## src/rtl/core/ttrc_pkg.sv

```systemverilog
// Package for the three-term recurrence checksum: recurrence state type,
// constants and the end-around mod 65535 fold. No dependencies.
`default_nettype none

package ttrc_pkg;

	localparam logic [7:0]  ALPHA_MULT   = 8'd17;
	localparam logic [7:0]  BETA_MULT    = 8'd31;
	localparam logic [15:0] FIRST_OFFSET = 16'd7;
	localparam logic [15:0] CK_MOD       = 16'hFFFF;

	typedef struct packed {
		logic [15:0] older;
		logic [15:0] newer;
		logic [7:0]  position;
	} ttrc_state_t;

	localparam ttrc_state_t STATE_RESET = '{older: 16'd1, newer: 16'd1, position: 8'd0};

	// Reduce a 25-bit value modulo 65535 by folding the upper bits twice.
	function automatic logic [15:0] mod65535(input logic [24:0] v);
		logic [16:0] s;
		logic [15:0] t;
		s = {1'b0, v[15:0]} + 17'(v[24:16]);
		t = s[15:0] + 16'(s[16]);
		return (t == CK_MOD) ? 16'd0 : t;
	endfunction

endpackage

`default_nettype wire

```

## src/rtl/core/ttrc_step.sv

```systemverilog
// One recurrence step: next older/newer terms and position for one byte.
// Depends on ttrc_pkg.
`default_nettype none

module ttrc_step (
	input  ttrc_pkg::ttrc_state_t cur,
	input  logic [7:0]            byte_value,
	input  logic                  first_byte,
	output ttrc_pkg::ttrc_state_t nxt
);
	import ttrc_pkg::*;

	logic [7:0]  alpha;
	logic [7:0]  beta;
	logic [8:0]  coef;
	logic [24:0] prod_new;
	logic [23:0] prod_old;
	logic [25:0] diff;
	logic        neg;
	logic [24:0] mag;
	logic [15:0] rem;
	logic [15:0] res;

	always_comb begin
		alpha    = 8'(cur.position * ALPHA_MULT);
		beta     = 8'(cur.position * BETA_MULT);
		coef     = {1'b0, byte_value} + {1'b0, alpha};
		prod_new = 25'(coef) * 25'(cur.newer);
		prod_old = 24'(beta) * 24'(cur.older);
		diff     = {1'b0, prod_new} - {2'b00, prod_old};
		neg      = diff[25];
		mag      = neg ? 25'({2'b00, prod_old} - {1'b0, prod_new}) : diff[24:0];
		rem      = mod65535(mag);

		// wrapped difference: 2^64 - x is 1 - x modulo 65535
		priority if (!neg) begin
			res = rem;
		end else if (rem == 16'd0) begin
			res = 16'd1;
		end else if (rem == 16'd1) begin
			res = 16'd0;
		end else begin
			res = 16'(17'h10000 - {1'b0, rem});
		end

		if (first_byte) begin
			nxt.older    = 16'd1;
			nxt.newer    = {8'd0, byte_value} + FIRST_OFFSET;
			nxt.position = 8'd1;
		end else begin
			nxt.older    = cur.newer;
			nxt.newer    = res;
			nxt.position = cur.position + 8'd1;
		end
	end

endmodule

`default_nettype wire

```

## src/rtl/core/three_term_recurrence_checksum.sv

```systemverilog
// Bytes are registered in the input stage; checksum and out_valid are registered when a last
// byte advances. Throughput: one byte per cycle while not stalled; the recurrence step (two
// parallel multiplies and a mod 65535 fold) is combinational between the input and state
// registers. Input stalls only while a finished checksum waits and another last byte is held.
// Reset (arst_n low, asynchronous): older = 1, newer = 1, position = 0, no output.
`default_nettype none

module three_term_recurrence_checksum (
	input  logic        clk,
	input  logic        arst_n,
	input  logic        in_valid,
	output logic        in_ready,
	input  logic [7:0]  byte_value,
	input  logic        first_byte,
	input  logic        last_byte,
	output logic        out_valid,
	input  logic        out_ready,
	output logic [15:0] checksum
);
	import ttrc_pkg::*;

	logic        valid_s1;
	logic [7:0]  byte_s1;
	logic        first_s1;
	logic        last_s1;
	ttrc_state_t state_q;
	ttrc_state_t state_nxt;
	logic        out_valid_q;
	logic [15:0] checksum_q;
	logic        advance;

	ttrc_step u_step (
		.cur        (state_q),
		.byte_value (byte_s1),
		.first_byte (first_s1),
		.nxt        (state_nxt)
	);

	assign advance   = valid_s1 && (!last_s1 || !out_valid_q || out_ready);
	assign in_ready  = !valid_s1 || advance;
	assign out_valid = out_valid_q;
	assign checksum  = checksum_q;

	always_ff @(posedge clk or negedge arst_n) begin
		if (!arst_n) begin
			valid_s1    <= 1'b0;
			state_q     <= STATE_RESET;
			out_valid_q <= 1'b0;
		end else begin
			if (in_ready) begin
				valid_s1 <= in_valid;
			end
			if (advance) begin
				state_q <= state_nxt;
			end
			if (advance && last_s1) begin
				out_valid_q <= 1'b1;
			end else if (out_ready) begin
				out_valid_q <= 1'b0;
			end
		end
	end

	always_ff @(posedge clk) begin
		if (in_valid && in_ready) begin
			byte_s1  <= byte_value;
			first_s1 <= first_byte;
			last_s1  <= last_byte;
		end
		if (advance && last_s1) begin
			checksum_q <= state_nxt.newer;
		end
	end

endmodule

`default_nettype wire

```

## config.mk

```make
export PLATFORM = sky130hd
export DESIGN_NAME = three_term_recurrence_checksum
export DESIGN_NICKNAME = d
export VERILOG_FILES = /design/src/rtl/core/ttrc_pkg.sv /design/src/rtl/core/ttrc_step.sv /design/src/rtl/core/three_term_recurrence_checksum.sv
export SDC_FILE = /design/constraint.sdc
export NUM_CORES = 1
export LEC_CHECK = 0
export BUFFER_PORTS_ARGS = -buffer_cell sky130_fd_sc_hd__buf_2
export CORE_MARGIN = 3
export CORE_UTILIZATION = 60
export DETAILED_ROUTE_END_ITERATION = 12
export GPL_TIMING_DRIVEN = 0
export PLACE_DENSITY_LB_ADDON = 0.12
export SYNTH_ARGS = -nofsm -noshare
export SYNTH_HDL_FRONTEND = slang
export SYNTH_SLANG_ARGS = --single-unit
```

## constraint.sdc

```tcl
create_clock -name clk -period 31.5 [get_ports clk]
set_clock_uncertainty 0.2 [all_clocks]
set_input_delay 1.575 -clock clk [delete_from_list [all_inputs] [get_ports clk]]
set_output_delay 1.575 -clock clk [all_outputs]
set_load 0.02 [all_outputs]
```

==> results of run 1 <==
-- final cells by class --
class | instances | area share
well taps | 335 | 0.02475
plain buffers | 71 | 0.01692
flip-flops and latches | 68 | 0.1083
inverters | 310 | 0.06871
multi-input cells | 1469 | 0.7530
clock inverters | 7 | 0.005837
clock buffers | 9 | 0.01330
repair buffers | 31 | 0.009161
-- critical path, delay by kind of cell (launching register included) --
kind,cells,cell delay [ns]
flops,1,0.62
fa+ha+maj,13,5.42
buf+inv,10,2.17
xor+xnor,4,1.41
simple gates,16,4.02
compound gates,24,4.62
-- synthesized netlist by cell type, drive strengths merged (40+ instances only) --
library cell / number / area share
a21oi: 105 / 0.033
and2: 140 / 0.055
clkbuf: 61 / 0.014
dfrtp: 40 / 0.062
fa: 198 / 0.25
ha: 176 / 0.14
inv: 310 / 0.073
nand2: 237 / 0.055
nor2: 60 / 0.014
o21ai: 71 / 0.022
xnor2: 75 / 0.041
xor2: 42 / 0.023
-- metal layers --
layer | global-route usage | vias to the layer above | share of wire
met4 | 0.09139 | 0 | 0.027
met2 | 0.4896 | 498 | 0.47
met3 | 0.03750 | 78 | 0.066
met1 | 0.4253 | 6696 | 0.44
li1 | - | 6342 | -
met5 | 0 | - | 0
-- stage by stage --
step / hold slack [ns] / worst slack (ns) / area (um^2)
2_1_floorplan: 0.2685 / 16.61 / 16040
3_3_place_gp: 0.3133 / 12.99 / 16610
3_5_place_dp: 0.3240 / 12.97 / 16610
4_1_cts: 0.3337 / 12.89 / 16940
5_1_grt: 0.3461 / 11.34 / 16940
6_report: 0.3365 / 12.68 / 16940
-- registers in the layout, summed over array words and instances, names as in the netlist --
register   cells
state_q       40
checksum      16
byte_s1        8
first_s1       1
last_s1        1
out_valid      1
valid_s1       1
-- cells by family (layout without fill, tap and decap cells) --
family | after synthesis | after routing
mux | 9 | 9
xor+xnor | 117 | 117
simple gates | 606 | 606
fa+ha+maj | 374 | 374
compound gates | 363 | 363
buf+inv | 381 | 428
flops | 68 | 68
-- cell usage in the layout (no fill, tap or decap), types with 12 or more instances in the layout --
cell type / synthesis / final
sky130_fd_sc_hd__nor2b_1: 27 / 27
sky130_fd_sc_hd__and2_1: 140 / 140
sky130_fd_sc_hd__nand2_1: 237 / 237
sky130_fd_sc_hd__and3_1: 12 / 12
sky130_fd_sc_hd__buf_2: 1 / 32
sky130_fd_sc_hd__xor2_1: 41 / 41
sky130_fd_sc_hd__dfrtp_1: 40 / 40
sky130_fd_sc_hd__o21bai_1: 29 / 29
sky130_fd_sc_hd__ha_1: 176 / 176
sky130_fd_sc_hd__nand3_1: 29 / 29
sky130_fd_sc_hd__a21o_1: 34 / 34
sky130_fd_sc_hd__o21ai_0: 65 / 65
sky130_fd_sc_hd__a21oi_1: 104 / 104
sky130_fd_sc_hd__xnor2_1: 74 / 74
sky130_fd_sc_hd__a31oi_1: 12 / 12
sky130_fd_sc_hd__nor3_1: 29 / 29
sky130_fd_sc_hd__edfxtp_1: 26 / 26
sky130_fd_sc_hd__o22ai_1: 14 / 14
sky130_fd_sc_hd__clkbuf_1: 61 / 61
sky130_fd_sc_hd__fa_1: 198 / 198
sky130_fd_sc_hd__nand2b_1: 21 / 21
sky130_fd_sc_hd__nor2_1: 59 / 59
sky130_fd_sc_hd__inv_1: 310 / 310
sky130_fd_sc_hd__o31ai_1: 16 / 16
-- worst max path at each step --
stage          startpoint     endpoint  slack [ns]  cells after the start
2_1_floorplan  state_q[2]  checksum[4]       16.61                     67
3_3_place_gp   state_q[2]  checksum[4]       12.99                     67
3_5_place_dp   state_q[2]  checksum[4]       12.97                     67
4_1_cts        state_q[2]  checksum[4]       12.89                     67
5_1_grt        state_q[2]  checksum[6]       11.34                     67
6_report       state_q[2]  checksum[6]       12.68                     67
==> parameters.txt, run 1 <==
Parameter                              Value

Hold path
  Worst min-delay path category    reg -> reg
  Number of cells on the worst hold path    2
  Startpoint of the worst hold path    state_q[17]
  Capture endpoint of the worst hold path    state_q[33]

Clock network
  Post-CTS resize count    0
  # clock sinks    68
  Clock tree from TritonCTS    yes
  Worst-Skew Late Latency    0.34 ns
  Cell at the root of the clock tree    sky130_fd_sc_hd__clkbuf_16
  Number of H-tree levels    3
  Post-CTS Hold Buffers    0
  Max Buffers Root-to-Sink    2
  Number of CTS-inserted buffers    9
  Setup Fix Bufs, Post-CTS    0
  Clock transition at the register clock pins on the worst setup and hold paths after CTS    0.06 ns

Timing
  Minimum clock period    18.82 ns
  Max transition margin    0.3192
  Final max-slew violation count    0
  Number of hold violations in the final report    0
  Worst-margin pin slew    1.014 ns
  Fraction of the cycle the final worst path needs    0.5976
  Post-route setup TNS    0 ns
  Achievable frequency    0.05312 GHz
  Setup repair after global routing missed its margin    no
  Final setup violation count    0

Placed design
  Routability-driven placement congestion ratio    0.9440
  Total placed cells including tap cells    2284
  Total of buffers placed on input and output ports    31
  HPWL after detailed placement    35370 um

Floorplan
  Overall die width    169.5 um
  Starting density of the core    0.6137
  Total number of placement rows    59
  Area of the die    0.02873 mm^2
  Die Span Y    169.5 um
  Num ports    32
  Total core area    0.02613 mm^2

Worst setup path
  Cell repeated most along the worst path    sky130_fd_sc_hd__fa_1
  Path type of the worst setup path    reg -> reg
  Startpoint kind of the worst setup timing path    flip-flop
  Crit path arrival time    18.67 ns
  Endpoint type of the worst setup path    flip-flop
  Startpoint of the worst-slack reg-to-reg timing path    state_q[2]
  Depth of the most critical reg-to-reg path    67
  Worst Path Max Fanout    10
  Reg2Reg Capture Point    checksum[6]
  CP max stage delay    0.63 ns
  Required time at the worst-slack endpoint    31.34 ns
  Critical Path Slowest Stage Cell    sky130_fd_sc_hd__xnor2_1
  Internal reg-to-reg setup slack    12.68 ns

Logic synthesis
  Largest family of logic cells by synthesized area    adder cells
  Post-synthesis instance total    1918
  Nets in the synthesized netlist    2306
  Multiplexer share of the synthesized area    0.005930
  Number of flops mapped to enable cells by yosys    26
  Total standard cell area after synthesis    0.01604 mm^2
  Number of flip-flops and latches in the synthesized netlist    68
  Xor-xnor portion of the synthesized cell area    0.06484
  Compound-cell area share of the yosys netlist    0.1492
  Post-Synth Adder-Cell Area    0.3845
  Number of distinct standard cells referenced by the synthesized netlist    83
  Main synth FF type    sky130_fd_sc_hd__dfrtp_1
  Synthesized area divided by synthesized cell count    8.361 um^2
  Post-synthesis sequential area ratio    0.1144
  Asr flop ratio synth    0.6176
  Area fraction in and, or, nand and nor cells after synthesis    0.1908
  Count of yosys warnings during synthesis    0

GRT
  Largest net degree at the start of global routing    43
  Global-route wire length before repair    69450 um
  Final global-route overflow total    0
  Initial antenna violation count    0
  Vias in the first global route    13610
  Global-route usage over all layers    0.3012

Cells and area
  Layout cell share with drive strength beyond 1    0.04529
  Area growth from synthesis to layout    5.602%
  Sequential cell area in the final layout    0.001834 mm^2
  Number of nets in the final layout    2348
  Total area of multi-input combinational cells    0.01275 mm^2
  Count of fill cells added during filler insertion    2286
  Post-layout instance count excluding filler cells    2300
  Share of the core filled with cells    0.6480
  ANT cells    0

Routing
  Number of nets with antenna violations after routing    0
  Average wire per standard cell    18.40 um
  Mean number of vias per cell    5.919
  Post-detailed-routing wire length    42330 um
  Residual DRC count    0
  Number of vias in the routed layout    13610
  Number of DRC markers in iteration 0    1048
  First drt pass iteration count    5

Status
  Run status    complete, no violations

Flow run
  Maximum capacitance violations    0
Power of run 1 is not shown: default switching activity piles up to over one toggle a cycle in this logic, so the estimate is an artifact.
==> run 2: changes to the inputs <==
clock period = 17.1 ns   (was 31.5 ns; I/O delays follow)
==> parameters.txt, run 2 (synthesized netlist as in run 1, its figures left out) <==
Parameter                              Value

Routing
  Post-detailed-routing wire length    42650 um
  First drt pass iteration count    6
  Mean number of vias per cell    5.925
  Number of nets with antenna violations after routing    0
  Residual DRC count    0
  Average wire per standard cell    18.44 um
  Number of vias in the routed layout    13710
  Number of DRC markers in iteration 0    1113

Timing
  Worst Hold Margin    0.3380 ns
  Least setup slack across all paths after layout    0.8894 ns
  Minimum clock period    16.21 ns
  Fraction of the cycle the final worst path needs    0.9480
  Max transition margin    0.3442
  Worst-margin pin slew    0.9767 ns
  Final setup violation count    0
  Achievable frequency    0.06169 GHz
  Number of hold violations in the final report    0
  Final max-slew violation count    0
  Post-route setup TNS    0 ns

GRT
  Initial antenna violation count    0
  Global-route usage over all layers    0.3016
  Vias in the first global route    13640
  Final global-route overflow total    0
  Global-route wire length before repair    69570 um
  Largest net degree at the start of global routing    43

Cells and area
  Area growth from synthesis to layout    7.334%
  Commonest cells after routing, fill and taps aside    sky130_fd_sc_hd__inv_1, sky130_fd_sc_hd__nand2_1, sky130_fd_sc_hd__fa_1
  Most flops, register    state_q
  Most common cell after layout, fill and taps aside    sky130_fd_sc_hd__inv_1
  Layout cell share with drive strength beyond 1    0.06724
  Share of the core filled with cells    0.6587
  Number of flip-flops under the largest register name    40
  ANT cells    0
  Number of nets in the final layout    2361

Status
  Run status    complete, no violations

Clock network
  Number of CTS-inserted buffers    9
  Clock tree from TritonCTS    yes
  Cell at the root of the clock tree    sky130_fd_sc_hd__clkbuf_16
  Clock transition at the register clock pins on the worst setup and hold paths after CTS    0.06 ns
  # clock sinks    68
  Max Buffers Root-to-Sink    2
  Worst-Skew Late Latency    0.33 ns
  Post-CTS Hold Buffers    0
  Number of H-tree levels    3

Floorplan
  Die Span Y    169.5 um
  Area of the die    0.02873 mm^2
  Starting density of the core    0.6137
  Total number of placement rows    59
  Total core area    0.02613 mm^2
  Overall die width    169.5 um
  Num ports    32

Worst setup path
  Reg2Reg Capture Point    checksum[4]
  Critical Path Slowest Stage Cell    sky130_fd_sc_hd__fa_1
  CP max stage delay    0.59 ns
  Path type of the worst setup path    reg -> reg
  Crit path arrival time    16.06 ns
  Cell repeated most along the worst path    sky130_fd_sc_hd__fa_1
  CP top delay family    adder cells
  Required time at the worst-slack endpoint    16.95 ns
  Startpoint of the worst-slack reg-to-reg timing path    state_q[0]
  Worst Path Max Fanout    10
  Startpoint kind of the worst setup timing path    flip-flop
  Depth of the most critical reg-to-reg path    64
  Endpoint type of the worst setup path    flip-flop
  Combined buffer and inverter count along the critical path    7
  Internal reg-to-reg setup slack    0.89 ns

Placed design
  Routability-driven placement congestion ratio    0.9440
  HPWL after detailed placement    35370 um
  Worst setup slack before clock tree synthesis    -1.432 ns
  Total of buffers placed on input and output ports    31

Hold path
  Startpoint of the worst hold path    state_q[17]
  Capture endpoint of the worst hold path    state_q[33]
  Number of cells on the worst hold path    2
  Worst min-delay path category    reg -> reg

Flow run
  Maximum capacitance violations    0
==> run 2: how the worst max path moves through the flow <==
stage / start / to / slack [ns] / cells after the start
5_1_grt: state_q[0] / checksum[6] / -0.08 / 69
3_3_place_gp: state_q[2] / checksum[4] / -1.41 / 67
6_report: state_q[0] / checksum[4] / 0.89 / 64
3_5_place_dp: state_q[2] / checksum[4] / -1.43 / 67
2_1_floorplan: state_q[2] / checksum[4] / 2.21 / 67
4_1_cts: state_q[2] / checksum[4] / 0.03 / 66
==> run 2: cell type report <==
cell class	count	area, um^2
inverter	310	1164
multi-input combinational	1469	12900
timing repair buffer	44	252.7
clock inverter	7	98.84
buffer	71	310.3
fill	2256	8920
tap	335	419.2
clock buffer	9	225.2
sequential	68	1839
==> run 2: through the flow <==
stage	cell area, um^2	std cells
2_1_floorplan	16040	1918
3_3_place_gp	16610	2284
3_5_place_dp	16610	2284
4_1_cts	16980	2302
5_1_grt	17210	2313
6_report	17210	2313
==> run 2: timing repair <==
item | in CTS | in global routing
pin swaps | 2 | 6
setup buffers | 2 | 11
resized for setup | 11 | 43
endpoints found under the setup margin | 32 | 32
==> run 2: worst reg2reg max path, delay by kind of cell (launching register included) <==
family,cells,cell delay (ns)
fa+ha+maj,13,5.64
xor+xnor,4,1.04
simple gates,13,2.13
buf+inv,7,1.14
flops,1,0.48
compound gates,25,4.61
mux,2,0.67
==> run 2: per-layer routing <==
layer / routed length [um] / vias up / share of wire / global-route usage
met5: 0 / - / 0 / 0
met4: 1176 / 0 / 0.028 / 0.09139
met3: 2750 / 84 / 0.064 / 0.03634
met2: 20180 / 464 / 0.47 / 0.4905
met1: 18550 / 6796 / 0.43 / 0.4266
li1: - / 6361 / - / -
Power of run 2 is left out for the same reason.
==> run 3: changes to the inputs <==
--- a/config.mk
+++ b/config.mk
@@ -6,4 +6,5 @@
 export NUM_CORES = 1
 export LEC_CHECK = 0
+export ABC_AREA = 1
 export BUFFER_PORTS_ARGS = -buffer_cell sky130_fd_sc_hd__buf_2
 export CORE_MARGIN = 3
@@ -11,5 +12,5 @@
 export DETAILED_ROUTE_END_ITERATION = 12
 export GPL_TIMING_DRIVEN = 0
-export PLACE_DENSITY_LB_ADDON = 0.12
+export PLACE_DENSITY = 0.89
 export SYNTH_ARGS = -nofsm -noshare
 export SYNTH_HDL_FRONTEND = slang
==> constraint.sdc (replaced) <==
create_clock -name clk -period 17.1 [get_ports clk]
set_clock_uncertainty 0.2 [all_clocks]
set_input_delay 3.42 -clock clk [delete_from_list [all_inputs] [get_ports clk]]
set_output_delay 3.42 -clock clk [all_outputs]
set_load 0.02 [all_outputs]
==> parameters.txt, run 3 <==
Parameter                              Value

Status
  Run status    complete, no violations

Logic synthesis
  Post-synthesis sequential area ratio    0.1127
  Nets in the synthesized netlist    2651
  Main synth FF type    sky130_fd_sc_hd__dfrtp_1
  Number of flops mapped to enable cells by yosys    26
  Area fraction in and, or, nand and nor cells after synthesis    0.2316
  Post-synth top cells    sky130_fd_sc_hd__nand2_1, sky130_fd_sc_hd__inv_1, sky130_fd_sc_hd__nor2_1
  Xor-xnor portion of the synthesized cell area    0.04842
  Total standard cell area after synthesis    0.01628 mm^2
  Number of distinct standard cells referenced by the synthesized netlist    62
  Top cell type's share of synthesized area    0.2435
  Post-Synth Adder-Cell Area    0.3788
  Number of flip-flops and latches in the synthesized netlist    68
  Compound-cell area share of the yosys netlist    0.09262
  Largest area contributor in the synthesized netlist    sky130_fd_sc_hd__fa_1
  Main area contributors after synthesis    sky130_fd_sc_hd__fa_1, sky130_fd_sc_hd__ha_1, sky130_fd_sc_hd__nand2_1
  Count of yosys warnings during synthesis    0
  Synthesized area divided by synthesized cell count    7.193 um^2
  Multiplexer share of the synthesized area    0.001845
  Post-synthesis instance total    2263
  Asr flop ratio synth    0.6176
  Cell with the most instances after synthesis    sky130_fd_sc_hd__nand2_1
  Largest family of logic cells by synthesized area    adder cells

GRT
  Initial antenna violation count    0
  Global-route usage over all layers    0.3172
  Final global-route overflow total    0
  Global-route wire length before repair    73530 um
  Vias in the first global route    14930
  Largest net degree at the start of global routing    43

Worst setup path
  Cell repeated most along the worst path    sky130_fd_sc_hd__nand2_1
  Internal reg-to-reg setup slack    1.19 ns
  Worst Path Max Fanout    10
  Startpoint of the worst-slack reg-to-reg timing path    state_q[3]
  Depth of the most critical reg-to-reg path    89
  Critical path origin    state_q[3]
  CP max stage delay    0.58 ns
  Critical Path Slowest Stage Cell    sky130_fd_sc_hd__fa_1
  Timing endpoint of the critical path    checksum[5]
  Required time at the worst-slack endpoint    16.99 ns
  Reg2Reg Capture Point    checksum[5]
  Path type of the worst setup path    reg -> reg
  Startpoint kind of the worst setup timing path    flip-flop
  Endpoint type of the worst setup path    flip-flop
  Crit path arrival time    15.80 ns

Timing
  Worst Hold Margin    0.3321 ns
  Final max-slew violation count    0
  Achievable frequency    0.06285 GHz
  Max transition margin    0.2822
  Minimum clock period    15.91 ns
  Final setup violation count    0
  Number of hold violations in the final report    0
  Worst-margin pin slew    1.077 ns
  Fraction of the cycle the final worst path needs    0.9304

Clock network
  Clock tree from TritonCTS    yes
  Number of CTS-inserted buffers    9
  Cell at the root of the clock tree    sky130_fd_sc_hd__clkbuf_16
  # clock sinks    68
  Clock transition at the register clock pins on the worst setup and hold paths after CTS    0.06 ns
  Worst-Skew Late Latency    0.35 ns
  Max Buffers Root-to-Sink    2
  Number of H-tree levels    3

Cells and area
  Area growth from synthesis to layout    6.049%
  Most common cell after layout, fill and taps aside    sky130_fd_sc_hd__nand2_1
  Layout cell share with drive strength beyond 1    0.07183
  Most flops, register    state_q
  Number of flip-flops under the largest register name    40
  ANT cells    0
  Commonest cells after routing, fill and taps aside    sky130_fd_sc_hd__nand2_1, sky130_fd_sc_hd__inv_1, sky130_fd_sc_hd__nor2_1, sky130_fd_sc_hd__fa_1, sky130_fd_sc_hd__ha_1
  Number of nets in the final layout    2694

Placed design
  Total of buffers placed on input and output ports    31
  HPWL after detailed placement    37770 um
  Routability-driven placement congestion ratio    1.009

Floorplan
  Die Span Y    170.7 um
  Num ports    32
  Overall die width    170.7 um
  Total number of placement rows    59
  Area of the die    0.02914 mm^2
  Starting density of the core    0.6177
  Total core area    0.02635 mm^2

Routing
  Number of nets with antenna violations after routing    0
  Post-detailed-routing wire length    45200 um
  Number of vias in the routed layout    14990
  Residual DRC count    0
  Number of DRC markers in iteration 0    1440
  Mean number of vias per cell    5.665
  Average wire per standard cell    17.08 um
  First drt pass iteration count    7

Hold path
  Worst min-delay path category    reg -> reg

Flow run
  Maximum capacitance violations    0
## run 3: cell count changes in the layout (fill, tap and decap cells not counted), moves of 21 or more
| cell | previous run | this run |
|---|---|---|
| sky130_fd_sc_hd__a21o_1 | 34 | 6 |
| sky130_fd_sc_hd__and2_1 | 140 | 2 |
| sky130_fd_sc_hd__inv_1 | 310 | 491 |
| sky130_fd_sc_hd__nand2_1 | 236 | 517 |
| sky130_fd_sc_hd__nand2_2 | 0 | 23 |
| sky130_fd_sc_hd__nand2b_1 | 21 | 0 |
| sky130_fd_sc_hd__nand3_1 | 29 | 90 |
| sky130_fd_sc_hd__nor2_1 | 57 | 198 |
| sky130_fd_sc_hd__nor2b_1 | 27 | 0 |
| sky130_fd_sc_hd__xnor2_1 | 69 | 30 |
## run 3: area by class of cell
class | instances | area, um^2
timing repair buffer | 32 | 162.7
tap | 335 | 419.2
fill | 2233 | 9091
inverter | 504 | 1892
clock inverter | 5 | 56.30
multi-input combinational | 1625 | 12330
clock buffer | 11 | 254.0
buffer | 66 | 306.5
sequential | 68 | 1838
## run 3: worst min path at each step
stage | startpoint | endpoint | slack, ns | depth (start not counted)
floorplan | state_q[8] | state_q[8] | 0.28 | 2
global placement | last_s1 | out_valid | 0.30 | 2
detailed placement | last_s1 | out_valid | 0.34 | 2
CTS | last_s1 | out_valid | 0.33 | 2
global route | out_valid | out_valid | 0.36 | 2
finish | last_s1 | out_valid | 0.33 | 2
## run 3: logic make-up (layout without fill, tap and decap cells)
family / count (synthesis) / in the layout
adder cells (fa/ha/maj): 374 / 374
flip-flops: 68 / 68
buffers and inverters: 570 / 618
AND/OR/NAND/NOR: 900 / 900
AO/OA/AOI/OAI: 258 / 258
multiplexers: 3 / 3
XOR/XNOR: 90 / 90
## run 3: worst max-delay path, delay by kind of cell, from the launching register on
kind / cells / cell delay (ns)
buf+inv: 14 / 1.38
xor+xnor: 3 / 0.82
compound gates: 9 / 1.29
flops: 1 / 0.53
simple gates: 49 / 5.80
fa+ha+maj: 14 / 5.59
## run 3: what timing repair did
| item | in CTS | in global routing |
|---|---|---|
| gates resized for setup | 0 | 39 |
| setup endpoints to repair | 0 | 32 |
| hold endpoints to repair | 0 | 0 |
| hold buffers | 0 | 0 |
| setup buffers | 0 | 1 |
## run 3: per-layer routing
layer	share of wire	vias to the layer above	GRT usage
met4	0.038	0	0.1168
met5	0	-	0
li1	-	6987	-
met3	0.10	130	0.07717
met2	0.46	736	0.5192
met1	0.40	7137	0.4108
## run 3: per-stage QoR
stage	TNS, ns	setup slack [ns]	std cells	instance area [um^2]	util
6_report	0	1.190	2646	17260	0.6550
5_1_grt	-0.09300	-0.05204	2646	17260	0.6550
3_5_place_dp	0	0.1454	2629	16850	0.6395
4_1_cts	0	0.07609	2645	17160	0.6512
3_3_place_gp	0	0.3801	2629	16850	0.6395
2_1_floorplan	0	2.547	2263	16280	-
Power of run 3 is left out for the same reason.
